### config.mk
export PLATFORM = sky130hd
export DESIGN_NAME = relay_control_parser_peer_table
export DESIGN_NICKNAME = d
export VERILOG_FILES = /design/src/rtl/rcp_pkg.sv /design/src/rtl/relay_control_parser_peer_table.sv
export SDC_FILE = /design/constraint.sdc
export NUM_CORES = 2
export LEC_CHECK = 0
export ABC_AREA = 0
export BUFFER_PORTS_ARGS = -buffer_cell sky130_fd_sc_hd__clkbuf_2
export CAP_MARGIN = 20
export CORE_UTILIZATION = 45
export DETAILED_ROUTE_END_ITERATION = 10
export PLACE_DENSITY = 0.62
export SKIP_CTS_REPAIR_TIMING = 1
export SYNTH_ARGS = -nofsm -noshare
export SYNTH_HDL_FRONTEND = slang
export SYNTH_SLANG_ARGS = --single-unit
### constraint.sdc
create_clock -name clock -period 8.2 [get_ports clock]
set_input_delay 1.23 -clock clock [delete_from_list [all_inputs] [get_ports clock]]
set_output_delay 1.23 -clock clock [all_outputs]
set_load 0.005 [all_outputs]
### src/rtl/rcp_pkg.sv
// Shared types and constants for the relay control parser and its peer table.
// Used by the top level and by the port checker; depends on nothing else.
`default_nettype none

package rcp_pkg;

   // Opcodes carried in the first byte of a control packet.
   localparam logic [7:0] OP_ANNOUNCE = 8'd2;
   localparam logic [7:0] OP_DEPART   = 8'd3;
   localparam logic [7:0] OP_LINK     = 8'd6;

   // Packet lengths that do not depend on the name field.
   localparam int LEN_DEPART = 5;
   localparam int LEN_LINK   = 7;
   localparam int MAC_BYTES  = 6;

   // Request modes.
   localparam logic [1:0] MODE_STREAM    = 2'd0;
   localparam logic [1:0] MODE_FIND_MAC  = 2'd1;
   localparam logic [1:0] MODE_FIND_ADDR = 2'd2;
   localparam logic [1:0] MODE_RESERVED  = 2'd3;

   typedef enum logic [3:0] {
      EV_BUSY        = 4'd0,
      EV_ADDED       = 4'd1,
      EV_UPDATED     = 4'd2,
      EV_FULL        = 4'd3,
      EV_REMOVED     = 4'd4,
      EV_RETAINED    = 4'd5,
      EV_MISS_REMOVE = 4'd6,
      EV_CONNECTED   = 4'd7,
      EV_BAD         = 4'd8,
      EV_HIT         = 4'd9,
      EV_MISS        = 4'd10
   } event_type;

   typedef enum logic [1:0] {
      LINK_CONNECTING = 2'd0,
      LINK_CONNECTED  = 2'd1,
      LINK_FAILED     = 2'd2
   } link_type;

   typedef enum logic [1:0] {
      OPK_ANNOUNCE,
      OPK_DEPART,
      OPK_LINK
   } op_type;

   typedef enum logic [1:0] {
      JOB_FIND_MAC,
      JOB_FIND_ADDR,
      JOB_ANNOUNCE,
      JOB_DEPART
   } job_type;

   typedef enum logic [2:0] {
      ST_IDLE,
      ST_SCAN,
      ST_RESOLVE,
      ST_DEP_RD,
      ST_DEP_WR
   } state_type;

endpackage

`default_nettype wire

### src/rtl/relay_control_parser_peer_table.sv
// Stream bytes are taken back to back, each result strobed in the cycle after the
// transaction; lookups and the last byte of an announcement or departure instead walk
// the table with one read per cycle until a match or the last entry, then strobe the
// result, and a departure that removes a peer first moves the last entry into place.
// Synchronous reset empties the table (count to zero) and sets the link to connecting.
// Results cannot be held off by the receiver.
`default_nettype none

module relay_control_parser_peer_table
   import rcp_pkg::*;
#(
   parameter int MAX_ENTRIES = 16,
   parameter int NAME_BYTES  = 128
) (
   input  wire logic        clock,
   input  wire logic        reset,
   input  wire logic        start,
   output logic             busy,
   input  wire logic [1:0]  req_mode,
   input  wire logic [7:0]  req_data_byte,
   input  wire logic [47:0] req_key_mac,
   input  wire logic [31:0] req_key_address,
   input  wire logic        req_session_active,
   input  wire logic [31:0] req_session_address,
   output logic             rsp_strobe,
   output logic [3:0]       rsp_event_res,
   output logic [47:0]      rsp_peer_mac,
   output logic [31:0]      rsp_peer_address,
   output logic [4:0]       rsp_peer_count,
   output logic [1:0]       rsp_link_state
);

   localparam int IDX_W = (MAX_ENTRIES > 1) ? $clog2(MAX_ENTRIES) : 1;
   localparam int CNT_W = $clog2(MAX_ENTRIES + 1);
   localparam int POS_W = $clog2(NAME_BYTES + 11);

   localparam logic [POS_W-1:0] POS_MAC_LO  = POS_W'(NAME_BYTES);
   localparam logic [POS_W-1:0] POS_MAC_HI  = POS_W'(NAME_BYTES + MAC_BYTES);
   localparam logic [POS_W-1:0] LAST_ANN    = POS_W'(NAME_BYTES + 10);
   localparam logic [POS_W-1:0] LAST_DEPART = POS_W'(LEN_DEPART - 1);
   localparam logic [POS_W-1:0] LAST_LINK   = POS_W'(LEN_LINK - 1);
   localparam logic [CNT_W-1:0] CNT_MAX     = CNT_W'(MAX_ENTRIES);

   // Table memories and their registered read data.
   logic [47:0] tbl_mac_ff  [MAX_ENTRIES];
   logic [31:0] tbl_addr_ff [MAX_ENTRIES];
   logic [47:0] rd_mac_ff;
   logic [31:0] rd_addr_ff;
   logic [IDX_W-1:0] rd_idx;
   logic [IDX_W-1:0] wr_idx;
   logic             wr_mac_en;
   logic             wr_addr_en;
   logic [47:0]      wr_mac;
   logic [31:0]      wr_addr;

   state_type state_ff, state_in;
   logic [POS_W-1:0] pos_ff, pos_in;
   op_type           op_ff, op_in;
   logic [47:0]      mac_acc_ff, mac_acc_in;
   logic [31:0]      addr_acc_ff, addr_acc_in;
   logic [CNT_W-1:0] count_ff, count_in;
   link_type         link_ff, link_in;

   job_type          job_ff, job_in;
   logic [47:0]      key_mac_ff, key_mac_in;
   logic [31:0]      key_addr_ff, key_addr_in;
   logic             sess_act_ff, sess_act_in;
   logic [31:0]      sess_addr_ff, sess_addr_in;

   logic [CNT_W-1:0] scan_ff, scan_in;
   logic             chk_valid_ff, chk_valid_in;
   logic [IDX_W-1:0] chk_idx_ff, chk_idx_in;
   logic             hit_ff, hit_in;
   logic [IDX_W-1:0] hit_idx_ff, hit_idx_in;
   logic [47:0]      hit_mac_ff, hit_mac_in;
   logic [31:0]      hit_addr_ff, hit_addr_in;

   logic             rsp_strobe_ff, rsp_strobe_in;
   event_type        rsp_event_ff, rsp_event_in;
   logic [47:0]      rsp_mac_ff, rsp_mac_in;
   logic [31:0]      rsp_addr_ff, rsp_addr_in;

   logic             accept;
   logic             start_scan;
   logic             match;
   logic             scan_more;
   logic             scan_done;
   logic             retain;
   logic [POS_W-1:0] pos_last;
   logic [47:0]      mac_next;
   logic [31:0]      addr_next;
   logic [CNT_W-1:0] last_cnt;
   logic [CNT_W+4:0] cnt_ext;

   assign busy     = (state_ff != ST_IDLE);
   assign accept   = start && !busy;
   assign last_cnt = count_ff - CNT_W'(1);
   assign cnt_ext  = {5'd0, count_ff};

   assign rsp_strobe       = rsp_strobe_ff;
   assign rsp_event_res    = rsp_event_ff;
   assign rsp_peer_mac     = rsp_mac_ff;
   assign rsp_peer_address = rsp_addr_ff;
   assign rsp_peer_count   = cnt_ext[4:0];
   assign rsp_link_state   = link_ff;

   // Field accumulation for the byte at the current position.
   always_comb begin
      mac_next  = mac_acc_ff;
      addr_next = addr_acc_ff;
      pos_last  = LAST_LINK;
      unique case (op_ff)
         OPK_ANNOUNCE: begin
            pos_last = LAST_ANN;
            if (pos_ff > POS_MAC_LO && pos_ff <= POS_MAC_HI) begin
               mac_next = {mac_acc_ff[39:0], req_data_byte};
            end else if (pos_ff > POS_MAC_HI) begin
               addr_next = {addr_acc_ff[23:0], req_data_byte};
            end
         end
         OPK_DEPART: begin
            pos_last  = LAST_DEPART;
            addr_next = {addr_acc_ff[23:0], req_data_byte};
         end
         default: begin
            pos_last = LAST_LINK;
         end
      endcase
   end

   // A lookup, or the last byte of an announcement or departure, starts a table walk.
   always_comb begin
      start_scan = 1'b0;
      if (accept) begin
         if (req_mode == MODE_FIND_MAC || req_mode == MODE_FIND_ADDR) begin
            start_scan = 1'b1;
         end else if (req_mode == MODE_STREAM && link_ff != LINK_FAILED &&
                      pos_ff != '0 && pos_ff == pos_last && op_ff != OPK_LINK) begin
            start_scan = 1'b1;
         end
      end
   end

   // The read data in rd_*_ff belongs to entry chk_idx_ff when chk_valid_ff is set.
   always_comb begin
      if (job_ff == JOB_FIND_MAC) begin
         match = chk_valid_ff && (rd_mac_ff == key_mac_ff);
      end else begin
         match = chk_valid_ff && (rd_addr_ff == key_addr_ff);
      end
      scan_more = (scan_ff < count_ff);
      scan_done = match || (!scan_more && !chk_valid_ff);
      retain    = sess_act_ff && (sess_addr_ff == key_addr_ff);
   end

   // Next state.
   always_comb begin
      state_in = state_ff;
      unique case (state_ff)
         ST_IDLE: begin
            if (start_scan) begin
               state_in = ST_SCAN;
            end
         end
         ST_SCAN: begin
            if (scan_done) begin
               state_in = ST_RESOLVE;
            end
         end
         ST_RESOLVE: begin
            if (job_ff == JOB_DEPART && hit_ff && !retain) begin
               state_in = ST_DEP_RD;
            end else begin
               state_in = ST_IDLE;
            end
         end
         ST_DEP_RD: begin
            state_in = ST_DEP_WR;
         end
         ST_DEP_WR: begin
            state_in = ST_IDLE;
         end
         default: begin
            state_in = ST_IDLE;
         end
      endcase
   end

   // Datapath and outputs.
   always_comb begin
      pos_in        = pos_ff;
      op_in         = op_ff;
      mac_acc_in    = mac_acc_ff;
      addr_acc_in   = addr_acc_ff;
      count_in      = count_ff;
      link_in       = link_ff;
      job_in        = job_ff;
      key_mac_in    = key_mac_ff;
      key_addr_in   = key_addr_ff;
      sess_act_in   = sess_act_ff;
      sess_addr_in  = sess_addr_ff;
      scan_in       = scan_ff;
      chk_valid_in  = chk_valid_ff;
      chk_idx_in    = chk_idx_ff;
      hit_in        = hit_ff;
      hit_idx_in    = hit_idx_ff;
      hit_mac_in    = hit_mac_ff;
      hit_addr_in   = hit_addr_ff;
      rsp_strobe_in = 1'b0;
      rsp_event_in  = rsp_event_ff;
      rsp_mac_in    = rsp_mac_ff;
      rsp_addr_in   = rsp_addr_ff;
      rd_idx        = scan_ff[IDX_W-1:0];
      wr_idx        = hit_idx_ff;
      wr_mac_en     = 1'b0;
      wr_addr_en    = 1'b0;
      wr_mac        = mac_acc_ff;
      wr_addr       = key_addr_ff;

      unique case (state_ff)
         ST_IDLE: begin
            if (accept) begin
               key_mac_in   = req_key_mac;
               key_addr_in  = req_key_address;
               sess_act_in  = req_session_active;
               sess_addr_in = req_session_address;
               scan_in      = '0;
               chk_valid_in = 1'b0;
               hit_in       = 1'b0;
               rsp_event_in = EV_BUSY;
               rsp_mac_in   = '0;
               rsp_addr_in  = '0;
               unique case (req_mode)
                  MODE_STREAM: begin
                     if (link_ff == LINK_FAILED) begin
                        rsp_strobe_in = 1'b1;
                     end else if (pos_ff == '0) begin
                        rsp_strobe_in = 1'b1;
                        mac_acc_in    = '0;
                        addr_acc_in   = '0;
                        if (req_data_byte == OP_ANNOUNCE) begin
                           op_in  = OPK_ANNOUNCE;
                           pos_in = POS_W'(1);
                        end else if (req_data_byte == OP_DEPART) begin
                           op_in  = OPK_DEPART;
                           pos_in = POS_W'(1);
                        end else if (req_data_byte == OP_LINK) begin
                           op_in  = OPK_LINK;
                           pos_in = POS_W'(1);
                        end else begin
                           // Unknown opcode: the link is lost and the table emptied.
                           link_in      = LINK_FAILED;
                           count_in     = '0;
                           rsp_event_in = EV_BAD;
                        end
                     end else begin
                        mac_acc_in  = mac_next;
                        addr_acc_in = addr_next;
                        if (pos_ff != pos_last) begin
                           pos_in        = pos_ff + POS_W'(1);
                           rsp_strobe_in = 1'b1;
                        end else begin
                           pos_in      = '0;
                           key_addr_in = addr_next;
                           unique case (op_ff)
                              OPK_ANNOUNCE: job_in = JOB_ANNOUNCE;
                              OPK_DEPART:   job_in = JOB_DEPART;
                              default: begin
                                 link_in       = LINK_CONNECTED;
                                 rsp_event_in  = EV_CONNECTED;
                                 rsp_strobe_in = 1'b1;
                              end
                           endcase
                        end
                     end
                  end
                  MODE_FIND_MAC:  job_in = JOB_FIND_MAC;
                  MODE_FIND_ADDR: job_in = JOB_FIND_ADDR;
                  default:        rsp_strobe_in = 1'b1;
               endcase
            end
         end
         ST_SCAN: begin
            if (match) begin
               hit_in       = 1'b1;
               hit_idx_in   = chk_idx_ff;
               hit_mac_in   = rd_mac_ff;
               hit_addr_in  = rd_addr_ff;
               chk_valid_in = 1'b0;
            end else if (scan_more) begin
               chk_valid_in = 1'b1;
               chk_idx_in   = scan_ff[IDX_W-1:0];
               scan_in      = scan_ff + CNT_W'(1);
            end else begin
               chk_valid_in = 1'b0;
            end
         end
         ST_RESOLVE: begin
            unique case (job_ff)
               JOB_ANNOUNCE: begin
                  rsp_strobe_in = 1'b1;
                  rsp_mac_in    = mac_acc_ff;
                  rsp_addr_in   = key_addr_ff;
                  if (hit_ff) begin
                     wr_mac_en    = 1'b1;
                     rsp_event_in = EV_UPDATED;
                  end else if (count_ff >= CNT_MAX) begin
                     rsp_event_in = EV_FULL;
                  end else begin
                     wr_idx       = count_ff[IDX_W-1:0];
                     wr_mac_en    = 1'b1;
                     wr_addr_en   = 1'b1;
                     count_in     = count_ff + CNT_W'(1);
                     rsp_event_in = EV_ADDED;
                  end
               end
               JOB_DEPART: begin
                  if (!hit_ff) begin
                     rsp_strobe_in = 1'b1;
                     rsp_event_in  = EV_MISS_REMOVE;
                     rsp_mac_in    = '0;
                     rsp_addr_in   = key_addr_ff;
                  end else if (retain) begin
                     // The active protected session peer stays in the table.
                     rsp_strobe_in = 1'b1;
                     rsp_event_in  = EV_RETAINED;
                     rsp_mac_in    = hit_mac_ff;
                     rsp_addr_in   = hit_addr_ff;
                  end
               end
               default: begin
                  rsp_strobe_in = 1'b1;
                  if (hit_ff) begin
                     rsp_event_in = EV_HIT;
                     rsp_mac_in   = hit_mac_ff;
                     rsp_addr_in  = hit_addr_ff;
                  end else begin
                     rsp_event_in = EV_MISS;
                     rsp_mac_in   = '0;
                     rsp_addr_in  = '0;
                  end
               end
            endcase
         end
         ST_DEP_RD: begin
            rd_idx = last_cnt[IDX_W-1:0];
         end
         ST_DEP_WR: begin
            // The last entry, read in the previous cycle, fills the vacated slot.
            wr_mac_en     = 1'b1;
            wr_addr_en    = 1'b1;
            wr_mac        = rd_mac_ff;
            wr_addr       = rd_addr_ff;
            count_in      = last_cnt;
            rsp_strobe_in = 1'b1;
            rsp_event_in  = EV_REMOVED;
            rsp_mac_in    = hit_mac_ff;
            rsp_addr_in   = hit_addr_ff;
         end
         default: begin
            rsp_strobe_in = 1'b0;
         end
      endcase
   end

   always_ff @(posedge clock) begin
      if (wr_mac_en) begin
         tbl_mac_ff[wr_idx] <= wr_mac;
      end
      if (wr_addr_en) begin
         tbl_addr_ff[wr_idx] <= wr_addr;
      end
      rd_mac_ff  <= tbl_mac_ff[rd_idx];
      rd_addr_ff <= tbl_addr_ff[rd_idx];
   end

   always_ff @(posedge clock) begin
      if (reset) begin
         state_ff      <= ST_IDLE;
         pos_ff        <= '0;
         op_ff         <= OPK_LINK;
         mac_acc_ff    <= '0;
         addr_acc_ff   <= '0;
         count_ff      <= '0;
         link_ff       <= LINK_CONNECTING;
         chk_valid_ff  <= 1'b0;
         hit_ff        <= 1'b0;
         rsp_strobe_ff <= 1'b0;
      end else begin
         state_ff      <= state_in;
         pos_ff        <= pos_in;
         op_ff         <= op_in;
         mac_acc_ff    <= mac_acc_in;
         addr_acc_ff   <= addr_acc_in;
         count_ff      <= count_in;
         link_ff       <= link_in;
         chk_valid_ff  <= chk_valid_in;
         hit_ff        <= hit_in;
         rsp_strobe_ff <= rsp_strobe_in;
      end
   end

   always_ff @(posedge clock) begin
      job_ff       <= job_in;
      key_mac_ff   <= key_mac_in;
      key_addr_ff  <= key_addr_in;
      sess_act_ff  <= sess_act_in;
      sess_addr_ff <= sess_addr_in;
      scan_ff      <= scan_in;
      chk_idx_ff   <= chk_idx_in;
      hit_idx_ff   <= hit_idx_in;
      hit_mac_ff   <= hit_mac_in;
      hit_addr_ff  <= hit_addr_in;
      rsp_event_ff <= rsp_event_in;
      rsp_mac_ff   <= rsp_mac_in;
      rsp_addr_ff  <= rsp_addr_in;
   end

endmodule

`default_nettype wire

Word-level counts from Yosys, hierarchy flattened
Memory sizes are Yosys's and may differ from the RTL's. A register that Yosys moved wholly into a read port is not among the register bits.
Cells that the tools add are included.
Operators by class
  add/sub/neg operators: 4
  order comparisons: 5
  equality and inequality tests: 46
  mux-type cells: 116
  bitwise gates (word level): 2
  reductions and logical operators: 48
Operator list (number)
  $mux 32: 12
  $mux 48: 8
  $pmux 48 s3: 1
  $pmux 32 s2: 2
  $pmux 32 s3: 1
  $pmux 48 s2: 1
  $mux 5: 13
  $eq 32x32->1: 2
  $mux 4: 14
  $eq 48x48->1: 1
  $ne 2x2->1 const B: 24
  $mux 8: 5
  $mux 2: 16
  $mux 1: 25
  $eq 8x2->1 const B: 2
  $gt 8x8->1 const B: 2
  $pmux 8 s2: 1
  $pmux 5 s3: 1
  $logic_and 1x1->1: 12
  $mux 3: 4
  $pmux 3 s4: 1
  $pmux 4 s3: 1
  $reduce_and 6->1: 2
  $reduce_bool 3->1: 4
  40 further kinds: 66
Storage, ports and cells
  bits in registers: 395
  bits in writable memories: 1280
  input port bits: 126
  output and inout port bits: 93
  memories: 2
Memories
  tbl_mac_ff: words 16, bits a word 48, read ports 1, clocked after memory_dff 1, wr ports 1, RTL line relay_control_parser_peer_table.sv:45  | logic [47:0] tbl_mac_ff [MAX_ENTRIES];
  tbl_addr_ff: words 16, bits a word 32, read ports 1, clocked after memory_dff 1, wr ports 1, RTL line relay_control_parser_peer_table.sv:46  | logic [31:0] tbl_addr_ff [MAX_ENTRIES];

Depth between registers and ports, before layout
  word-level depth: 10
  mapped depth: 10

Worst setup path after synthesis
No wires, ideal clock.
  path kind: reg2reg
  from: register key_addr_ff[28]
  to: register rsp_event_ff[0] (netlist: rsp_event_res[0]), enable pin
  arrival time: 5448 ps
  data required time: 7646 ps
  setup slack: 2198 ps
  stages on the path, launching flop included: 7
  buffers on the path: 0
  cells stage by stage: edfxtp_1 -> xor2_1 -> nor4_1 -> nand4_1 -> nor4_1 -> o21ai_0 -> a21oi_1
Between the ends
  longest elaborated chain between the ends: 4
Ends and longest elaborated chain
  start: declaration: RTL line relay_control_parser_peer_table.sv:66  | logic [31:0] key_addr_ff, key_addr_in;
  start signal: assignment: RTL line relay_control_parser_peer_table.sv:406  | key_addr_ff <= key_addr_in;
  $eq 32x32->1: RTL line relay_control_parser_peer_table.sv:153  | retain = sess_act_ff && (sess_addr_ff == key_addr_ff);
  $logic_and 1x1->1: RTL line relay_control_parser_peer_table.sv:153
  $ne 4x4->1 (no source line)
  $reduce_and 3->1 (no source line)
  end signal: assignment: RTL line relay_control_parser_peer_table.sv:414  | rsp_event_ff <= rsp_event_in;
  end: declaration: RTL line relay_control_parser_peer_table.sv:79  | event_type rsp_event_ff, rsp_event_in;
Every way passes these cells.
A chain may end at the register's enable or synchronous reset.

Worst setup path after layout
  from: register key_addr_ff[0]
  to: register rsp_mac_ff[25] (netlist: rsp_peer_mac[25]), enable pin
Between the ends
  longest elaborated chain between the ends: 4
Ends and longest elaborated chain
  $eq 32x32->1: RTL line relay_control_parser_peer_table.sv:153
  $logic_and 1x1->1: RTL line relay_control_parser_peer_table.sv:153
  $ne 4x4->1 (no source line)
  $reduce_and 3->1 (no source line)
  end signal: assignment: RTL line relay_control_parser_peer_table.sv:415  | rsp_mac_ff <= rsp_mac_in;
  end: declaration: RTL line relay_control_parser_peer_table.sv:80  | logic [47:0] rsp_mac_ff, rsp_mac_in;
Every way passes these cells.

==> results.cfg <==
[timing]
fin_crit_sh_pct = 53.4
timing.slew.headroom_pct = 22.6
timing.fmax_mhz = 229
min_period_ps = 4380
final-setup-viol-count = 0
layout_setup_ws_ps = 3820
hold_viol = 0
slew_viol_final = 0
tightest_slew_ps = 1160
clock_skew_ps = 46.6
rsz0062_at_grt = no
fin_setup_tns_ps = 0

[clock_tree]
clock_latency_ps = 790
clock_sinks = 1755
h-tree-depth = 4
cts.path.max_buffers = 3
cts_root_buf = clkbuf_16
numCtsBuffers = 170
tritoncts = done
clkSlewWorstSetupHoldPaths_ps = 60

[global_routing]
grt_pass1_wl_um = 245000
grt_remaining_overflow = 0
antenna_found_initial = 4
grt_max_degree = 161
grt.total_usage_pct = 22.7
first_global_vias = 33700

[cells_and_area]
finalNonFillerCells = 5843
post-route-util_pct = 51.6
area_growth_pct = 13.7
drive_above_1_share_pct = 23.7
antenna_cells = 0
nets = 3904

[logic_synthesis]
ys.flop_type = edfxtp_1
synth_area_per_cell_sq_um = 19.3
yosys_warnings = 0
yosysSeqAreaShare_pct = 75.7
ys_types = 58
syn_area_sq_mm = 0.0672
synth_edf_count = 1572
synthArstFlopShare_pct = 0
synth-seq-cells = 1755
synth_fp_nets = 3619
syn_inst = 3481

[critical_path]
worst_ep_arrival_time_ps = 4780
rrSetupSlack_ps = 3820
path_class = reg2reg
crit_path_cell_trace = xor2_1 -> nor4_1 -> nand3_1 -> nor4_1 -> o21ai_0 -> a21oi_4 -> buf_4
slowest_delay_ps = 830
cp_top_family = simple AND/OR/NAND/NOR gates
worstSetupEndpointType = flip-flop
reg2reg_depth = 7
start_kind = flip-flop
critPathBufInv = 1
cp_common_cell = nor4_1
critPathRequiredTime_ps = 8610
critPathMaxFanout = 48
slowest_stage = nor4_1
timing.rr.end = rsp_peer_mac[25]
r2r_start = key_addr_ff[0]

[run_status]
status = completed

[die]
dieArea_sq_mm = 0.151
die_y_um = 388
rows = 141
core_area_sq_mm = 0.148
initial_core_util_pct = 45.4
io_pins = 219
fp.dieW_um = 388

[placement]
pre_cts_ws_ps = 3840
gp_congestion = 0.837
placed_cells = 5522
post-dp-hpwl_um = 98400
numPortBuffers = 218

[drt]
vias = 33900
firstDrtPassIters = 6
highest_layer = met5
wirelength_um = 172000
wl_met3_um = 14900
drt-initial-drc-count = 3644
ant_nets = 0
routed_via_density = 5.81
wl_per_cell_um = 29.4
m1WireLength_um = 72600
drc = 0
wl_met2_um = 81400

[worst_hold_path]
min_to = hit_idx_ff[2]
worstHoldPathType = reg2reg
hold_path_startpoint = chk_idx_ff[2]
holdPathStages = 0

[pwr]
ir_drop_uv = 218
p_leak_uw = 0.0243
powerDensity_mw_per_mm2 = 249

[run]
drv_cap = 0
cell usage in the layout, fill, tap and decap left out, types with 18 or more instances in the layout:
master,n
clkinv_1,18
mux2i_1,272
clkbuf_8,22
nand4_1,22
xnor2_1,72
a22oi_1,50
edfxtp_1,1572
dfxtp_1,183
clkbuf_2,217
clkbuf_16,172
inv_1,20
xor2_1,51
clkbuf_1,45
nor2_4,35
a21oi_1,21
mux4_2,320
a22o_1,113
nand2_1,299
buf_4,64
clkinv_2,37
o21ai_0,50
nor2_1,82
how the worst max path moves through the flow:
stage,start,to,slack [ps],cells past startpoint
floorplan,key_addr_ff[28],rsp_event_res[0],2200,6
global placement,state_ff[0],tbl_mac_ff[11][10],3820,9
detailed placement,state_ff[0],tbl_mac_ff[11][39],3840,9
CTS,state_ff[0],tbl_mac_ff[11][3],3820,9
global route,state_ff[0],tbl_mac_ff[11][3],3580,9
finish,key_addr_ff[0],rsp_peer_mac[25],3820,7
layer usage:
| layer | up-vias | global-route usage [%] |
|---|---|---|
| met5 | - | 0 |
| met4 | 6 | 4.86 |
| met3 | 178 | 5.37 |
| met2 | 1424 | 35.7 |
| met1 | 17800 | 32.3 |
| li1 | 14500 | - |
cell type report:
cell class / instances / area [sq um]
Clock inverter: 80 / 756
Clock buffer: 239 / 4780
Timing Repair Buffer: 289 / 1700
Sequential cell: 1755 / 50900
Multi-Input combinational cell: 1529 / 15800
Fill cell: 11700 / 71600
Tap cell: 1930 / 2410
Inverter: 21 / 83.8
flip-flops by register name (all words and copies together), names as in the netlist, 48 cells and up:
| name | flops |
|---|---|
| tbl_mac_ff | 768 |
| tbl_addr_ff | 512 |
| hit_mac_ff | 48 |
| key_mac_ff | 48 |
| mac_acc_ff | 48 |
| rd_mac_ff | 48 |
| rsp_peer_mac | 48 |
power by group:
part / switching, uW / internal, uW
clock network: 3360 / 4370
logic: 711 / 529
registers: 181 / 9870
per-stage QoR:
| stage | instance area, sq um | hold WS [ps] | power [uW] |
|---|---|---|---|
| 6_report | 76400 | 427 | 19000 |
| 5_1_grt | 76400 | 434 | 19600 |
| 4_1_cts | 76400 | 425 | 19200 |
| 3_5_place_dp | 70800 | 413 | 11500 |
| 3_3_place_gp | 70800 | 415 | 11500 |
| 2_1_floorplan | 67200 | 400 | 11000 |
synth_stat cells (2+ instances only):
cell      instances  area (sq um)
a21o_1            5          37.5
a21oi_1          24           120
a21oi_2           2          17.5
a221oi_1          2          17.5
a22o_1          113           990
a22oi_1          50           375
a311oi_1          3          26.3
a31oi_1           7          43.8
a32oi_1           2          17.5
and2_1            3          18.8
and3_1            4          25.0
buf_1            22          82.6
buf_2            50           250
buf_4            12          90.1
clkbuf_1         92           345
dfxtp_1         183          3660
edfxtp_1       1572         47200
ha_1             12           150
inv_1            21          78.8
mux2i_1         272          2720
mux4_2          320          7210
nand2_1         300          1130
nand2b_1         10          62.6
nand3_1          16          80.1
nand4_1          22           138
nor2_1          117           439
nor2b_1           3          18.8
nor3_1           17          85.1
nor3b_1           2          15.0
nor4_1           14          87.6
o21ai_0          50           250
o21ai_1           2          10.0
o21bai_1          2          15.0
o22a_1            4          35.0
or2_2             4          25.0
or3_1             4          25.0
xnor2_1          72           631
xor2_1           51           447
cell families after synthesis:
| family | synth area share (%) |
|---|---|
| compound gates | 3.08 |
| simple gates | 3.33 |
| xor+xnor | 1.60 |
| fa+ha+maj | 0.223 |
| mux | 14.8 |
| buf+inv | 1.26 |
| flops | 75.7 |
Power figures use the tool's default switching activity.
